File: config.mk
export PLATFORM = sky130hd
export DESIGN_NAME = d2xyz_ctrl
export DESIGN_NICKNAME = d
export VERILOG_FILES = /design/src/rtl/d2xyz_pkg.sv /design/src/rtl/d2xyz_ctrl.sv
export SDC_FILE = /design/constraint.sdc
export NUM_CORES = 1
export LEC_CHECK = 0
export BUFFER_PORTS_ARGS = -buffer_cell sky130_fd_sc_hd__buf_4
export CORE_AREA = 4 4 41 43
export CTS_BUF_LIST = sky130_fd_sc_hd__clkbuf_8
export CTS_CLUSTER_DIAMETER = 50
export DETAILED_ROUTE_END_ITERATION = 16
export DIE_AREA = 0 0 45 47
export SLEW_MARGIN = 20
export SYNTH_ARGS = -nofsm -noshare
export SYNTH_HDL_FRONTEND = slang
export SYNTH_SLANG_ARGS = --single-unit
File: constraint.sdc
create_clock -name clk -period 2.62 [get_ports clk]
set_input_delay 0 -clock clk [delete_from_list [all_inputs] [get_ports clk]]
set_output_delay 0 -clock clk [all_outputs]
set_load 0.05 [all_outputs]
File: src/rtl/d2xyz_pkg.sv
// Shared types and constants of the depth-to-point back-projection block.
`default_nettype none

package d2xyz_pkg;

    // Field and register widths.
    localparam int DEPTH_W     = 24;
    localparam int COORD_W     = 32;
    localparam int DIM_CFG_W   = 13;
    localparam int CENTER_W    = 16;
    localparam int INV_W       = 24;
    localparam int CFG_INDEX_W = 3;
    localparam int CFG_DATA_W  = 24;

    // Multiplier staging: |diff| * z, then that product split in two halves.
    localparam int ABS_DIFF_W  = 16;
    localparam int ZMAG_W      = DEPTH_W - 1;
    localparam int M1_W        = ABS_DIFF_W + ZMAG_W;
    localparam int M1_LO_W     = 20;
    localparam int M1_HI_W     = M1_W - M1_LO_W;
    localparam int PLO_W       = M1_LO_W + INV_W;
    localparam int PHI_W       = M1_HI_W + INV_W;
    localparam int PROD_W      = M1_W + INV_W;
    localparam int FRAC_SHIFT  = 28;
    localparam int QUOT_W      = PROD_W - FRAC_SHIFT;

    // Value reported for a pixel without a measurement (-1.0 in Q.10).
    localparam logic signed [COORD_W-1:0] INVALID_COORD = -32'sd1024;
    localparam logic signed [DEPTH_W-1:0] INVALID_DEPTH = -24'sd1024;

    // Register reset values.
    localparam logic [DIM_CFG_W-1:0] WIDTH_RESET    = 13'd640;
    localparam logic [DIM_CFG_W-1:0] HEIGHT_RESET   = 13'd480;
    localparam logic [CENTER_W-1:0]  CENTER_X_RESET = 16'd5120;
    localparam logic [CENTER_W-1:0]  CENTER_Y_RESET = 16'd3840;
    localparam logic [INV_W-1:0]     INV_FX_RESET   = 24'd32264;
    localparam logic [INV_W-1:0]     INV_FY_RESET   = 24'd32264;

    // Configuration register indexes.
    typedef enum logic [CFG_INDEX_W-1:0] {
        REG_FRAME_WIDTH  = 3'd0,
        REG_FRAME_HEIGHT = 3'd1,
        REG_CENTER_X     = 3'd2,
        REG_CENTER_Y     = 3'd3,
        REG_INV_FOCAL_X  = 3'd4,
        REG_INV_FOCAL_Y  = 3'd5
    } cfg_reg_t;

    // Step commands from the controller to the datapath.
    typedef struct packed {
        logic load_in;
        logic mul_diff;
        logic mul_lo;
        logic mul_hi;
        logic sum;
        logic load_out;
    } d2xyz_cmd_t;

endpackage

`default_nettype wire

File: src/rtl/d2xyz_ctrl.sv
// Controller: steps one item through the multiply sequence and owns the output valid.
`default_nettype none

module d2xyz_ctrl (
    input  wire logic              clk,
    input  wire logic              rst_n,
    input  wire logic              in_valid,
    output logic                   in_stall,
    output logic                   out_valid,
    input  wire logic              out_stall,
    output d2xyz_pkg::d2xyz_cmd_t  cmd
);
    import d2xyz_pkg::*;

    typedef enum logic [2:0] {
        ST_IDLE,
        ST_MUL_DIFF,
        ST_MUL_LO,
        ST_MUL_HI,
        ST_SUM,
        ST_DONE
    } state_t;

    state_t state_reg;
    state_t state_next;
    logic   out_valid_reg;
    logic   out_valid_next;
    logic   out_free;

    assign out_free  = !out_valid_reg || !out_stall;
    assign in_stall  = (state_reg != ST_IDLE);
    assign out_valid = out_valid_reg;

    // Step commands follow the state.
    always_comb
    begin
        cmd          = '0;
        cmd.load_in  = (state_reg == ST_IDLE) && in_valid;
        cmd.mul_diff = (state_reg == ST_MUL_DIFF);
        cmd.mul_lo   = (state_reg == ST_MUL_LO);
        cmd.mul_hi   = (state_reg == ST_MUL_HI);
        cmd.sum      = (state_reg == ST_SUM);
        cmd.load_out = (state_reg == ST_DONE) && out_free;
    end

    // Next state and output valid.
    always_comb
    begin
        state_next = state_reg;
        unique case (state_reg)
            ST_IDLE:     state_next = in_valid ? ST_MUL_DIFF : ST_IDLE;
            ST_MUL_DIFF: state_next = ST_MUL_LO;
            ST_MUL_LO:   state_next = ST_MUL_HI;
            ST_MUL_HI:   state_next = ST_SUM;
            ST_SUM:      state_next = ST_DONE;
            ST_DONE:     state_next = out_free ? ST_IDLE : ST_DONE;
            default:     state_next = ST_IDLE;
        endcase

        if (cmd.load_out)
            out_valid_next = 1'b1;
        else if (!out_stall)
            out_valid_next = 1'b0;
        else
            out_valid_next = out_valid_reg;
    end

    always_ff @(posedge clk or negedge rst_n)
    begin
        if (!rst_n)
        begin
            state_reg     <= ST_IDLE;
            out_valid_reg <= 1'b0;
        end
        else
        begin
            state_reg     <= state_next;
            out_valid_reg <= out_valid_next;
        end
    end

endmodule

`default_nettype wire

# Word-level counts from Yosys, hierarchy flattened
# Cells that the tools add are included.
# W data, S select, Z words.
# classes
n_reduce_logical	7
n_eq_ne	6
muxes	5
# ops
cell	n
$pmux W3 S6	1
$eq A3 B2 Y1 const B	2
$eq A3 B3 Y1 const B	2
$eq A3 B1 Y1 const B	1
$logic_not A3 Y1	1
$mux W1	3
$mux W3	1
$reduce_bool A3 Y1	1
$logic_and A1 B1 Y1	2
$logic_not A1 Y1	2
$ne A2 B1 Y1 const B	1
$logic_or A1 B1 Y1	1
# word_totals
reg_bits	4
word_cells	20
out_inout_bits	8
in_bits	4

# Logic depth before layout (Yosys ltp)
# logic_depth
word_depth	4
depth_mapped	4
mapped_depth_nobuf	2

# Least setup slack after synthesis
# OpenSTA, ideal clock, no wires.
# synth_timing
kind	register -> output
start	register state_reg[2]
end	output cmd[3] in the netlist's numbering
setup_slack_ns	0.957
required_time_ns	2.620
n_path_buf	1
path_stages_with_launch	3
t_arrival_ns	1.663
cell_sequence	dfrtp_1 > buf_2 > nor3b_1
# synth_rtl
element	line_no	rtl
start, declared	d2xyz_ctrl.sv:24	state_t state_reg;
start signal, assigned	d2xyz_ctrl.sv:77	state_reg <= state_next;
end, declared	d2xyz_ctrl.sv:11	output d2xyz_pkg::d2xyz_cmd_t cmd

==> qor.txt <==
Synth area leaders -> dfrtp_1, nor3b_1, buf_4
Most frequent cells in the layout -> buf_4, dfrtp_1, nor3b_1, clkbuf_8, nand2_1
Final setup viols -> 0
Rows -> 13
IO Count -> 12
Critical path origin -> state_reg[0]$_DFF_PN0_
Status -> finished clean
Hold path start -> out_stall
Distinct cells, synth -> 20
Vias after detailed routing -> 222
Starting Density -> 0.1981
CTS Buffer Depth -> 2
Max-capacitance violation count -> 0
Overflow after GRT -> 0
Clock net sink count -> 4
Final period utilization -> 0.5209
CTS tree -> built
Top-area cell type share of the netlist area -> 0.3883
Synthesized area per cell -> 9.546 um2
Pins Over Slew Limit -> 0
CTS HTree Levels -> 1
DR iter-0 viols -> 4
Tot GR Track Use -> 0.06032
Cells after Synth -> 27
Port Buffers -> 11
Post-CTS resize count -> 0
First-pass GRT wire length -> 786 um
RD Place Congestion -> 0.7208
Yosys warns -> 0
Worst Path Class, Setup -> reg -> out
Initial antenna violation count -> 0
Worst r2r src -> state_reg[2]$_DFF_PN0_
Setup TNS -> 0 ns
Residual DRC -> 0
Critical path fanouts, max -> 9
CTS clock-pin slew for the worst setup and hold paths -> 0.03 ns
Met1 Use GR -> 0.07143
Commonest non-fill, non-tap cell in the layout -> buf_4
ANT nets after route -> 0
Max Clk Rate -> 732.7 MHz
Yosys top cell by area -> dfrtp_1
N_diodes -> 0
Hold buffers post-CTS -> 1
CTS Root Cell -> clkbuf_8
Core area -> 1301 um2
Clock Latency Late Sink -> 0.21 ns
Synth Cell Area -> 257.7 um2
Postcts setup bufs -> 0
Slew at the pin closest to its max-slew limit -> 0.2964 ns
Net count after synthesis -> 31
Vias per inst -> 4.189
FF+latch count, synth -> 4
Hold WC Path Type -> in -> reg
Chip Height -> 47 um
Arrival time worst endpoint -> 1.36 ns
CP Launch Type -> flop
Met3 Use GR -> 0.02299
Unrepaired setup endpoints after global routing -> no
Largest net degree at the start of global routing -> 12
Number of flip-flops in the largest register -> 3
Req. time, crit path -> 2.62 ns
Worst slew margin -> 0.8024
Die W -> 45 um
Final hold vios -> 0
Min Tclk post-route -> 1.365 ns
Top Usage Layer GRT -> met4
Setup crit end kind -> output port
Die area -> 2115 um2
Register area share after synthesis -> 0.3883
Area growth, synth to finish -> 47.09%
Setup Skew -> 0.0007740 ns
GR Util met2 -> 0.06780
Share of cells above drive strength 1 -> 0.4474
DRT Pass-1 Iters -> 2
Nets -> 44
Vias in the first global route -> 188
Total Wirelength -> 537 um
DR WL/cell -> 10.13 um
TritonCTS Buffers -> 3
cell families after synthesis:
family,share of synthesized area
buffers and inverters,0.1359
AND/OR/NAND/NOR,0.3301
XOR/XNOR,0.03399
flip-flops,0.3884
AO/OA/AOI/OAI,0.1117
area by class of cell:
cell class	count	area, um2
clock buffer	3	41.29
fill	147	922.1
inverter	1	3.754
multi-input combinational	18	122.6
sequential	4	100.1
tap	15	18.77
timing repair buffer	12	92.59
path summary, 6_finish.rpt:
| path | slack, ns | cells after the start | endpoint |
|---|---|---|---|
| setup reg to reg | 1.59 | 2 | state_reg[2]$_DFF_PN0_ |
| min in group asynchronous | 0.12 | 2 | state_reg[0]$_DFF_PN0_ |
| hold reg to reg | 0.55 | 2 | out_valid$_DFFE_PN0P_ |
| setup / recovery | 1.26 | 3 | cmd[5] |
| hold / removal | 0.02 | 3 | out_valid$_DFFE_PN0P_ |
| max in group asynchronous | 2.41 | 2 | state_reg[1]$_DFF_PN0_ |
synthesized netlist by cell type:
cell,number
nand2b_1,1
nor2_2,1
inv_1,1
buf_6,1
nand2_1,2
nand3b_1,1
buf_4,2
nor3_1,1
o21bai_1,1
a21boi_0,1
nor3b_1,3
nand3_1,1
a221oi_1,1
dfrtp_1,4
nor2_1,1
or3_4,1
buf_2,1
xnor2_1,1
a21oi_1,1
and3b_2,1
per-stage QoR:
| stage | instance area [um2] | worst slack [ns] | util | cells | hold WS (ns) |
|---|---|---|---|---|---|
| 2_1_floorplan | 257.7 | 0.9569 | - | 27 | -0.2956 |
| 3_5_place_dp | 327.8 | 1.482 | 0.2519 | 49 | -0.2027 |
| 6_report | 379.1 | 1.255 | 0.2913 | 53 | 0.02070 |
| 4_1_cts | 379.1 | 1.248 | 0.2913 | 53 | 0.01037 |
| 3_3_place_gp | 327.8 | 1.494 | 0.2519 | 49 | -0.2023 |
| 5_1_grt | 379.1 | 1.212 | 0.2913 | 53 | 0.04030 |
routing by layer:
| metal | part of all wire | wire [um] |
|---|---|---|
| met2 | 0.39 | 208 |
| met5 | 0 | 0 |
| met4 | 0.050 | 27 |
| met3 | 0.063 | 34 |
| met1 | 0.50 | 266 |
worst max-delay path, cell delays in order (launching register included):
cell and delay [ns]:
dfrtp_1 0.45, or3_4 0.43, nor2_2 0.08, buf_4 0.19
Power is not shown: default switching activity piles up to over one toggle a cycle in this logic, so the estimate is an artifact.
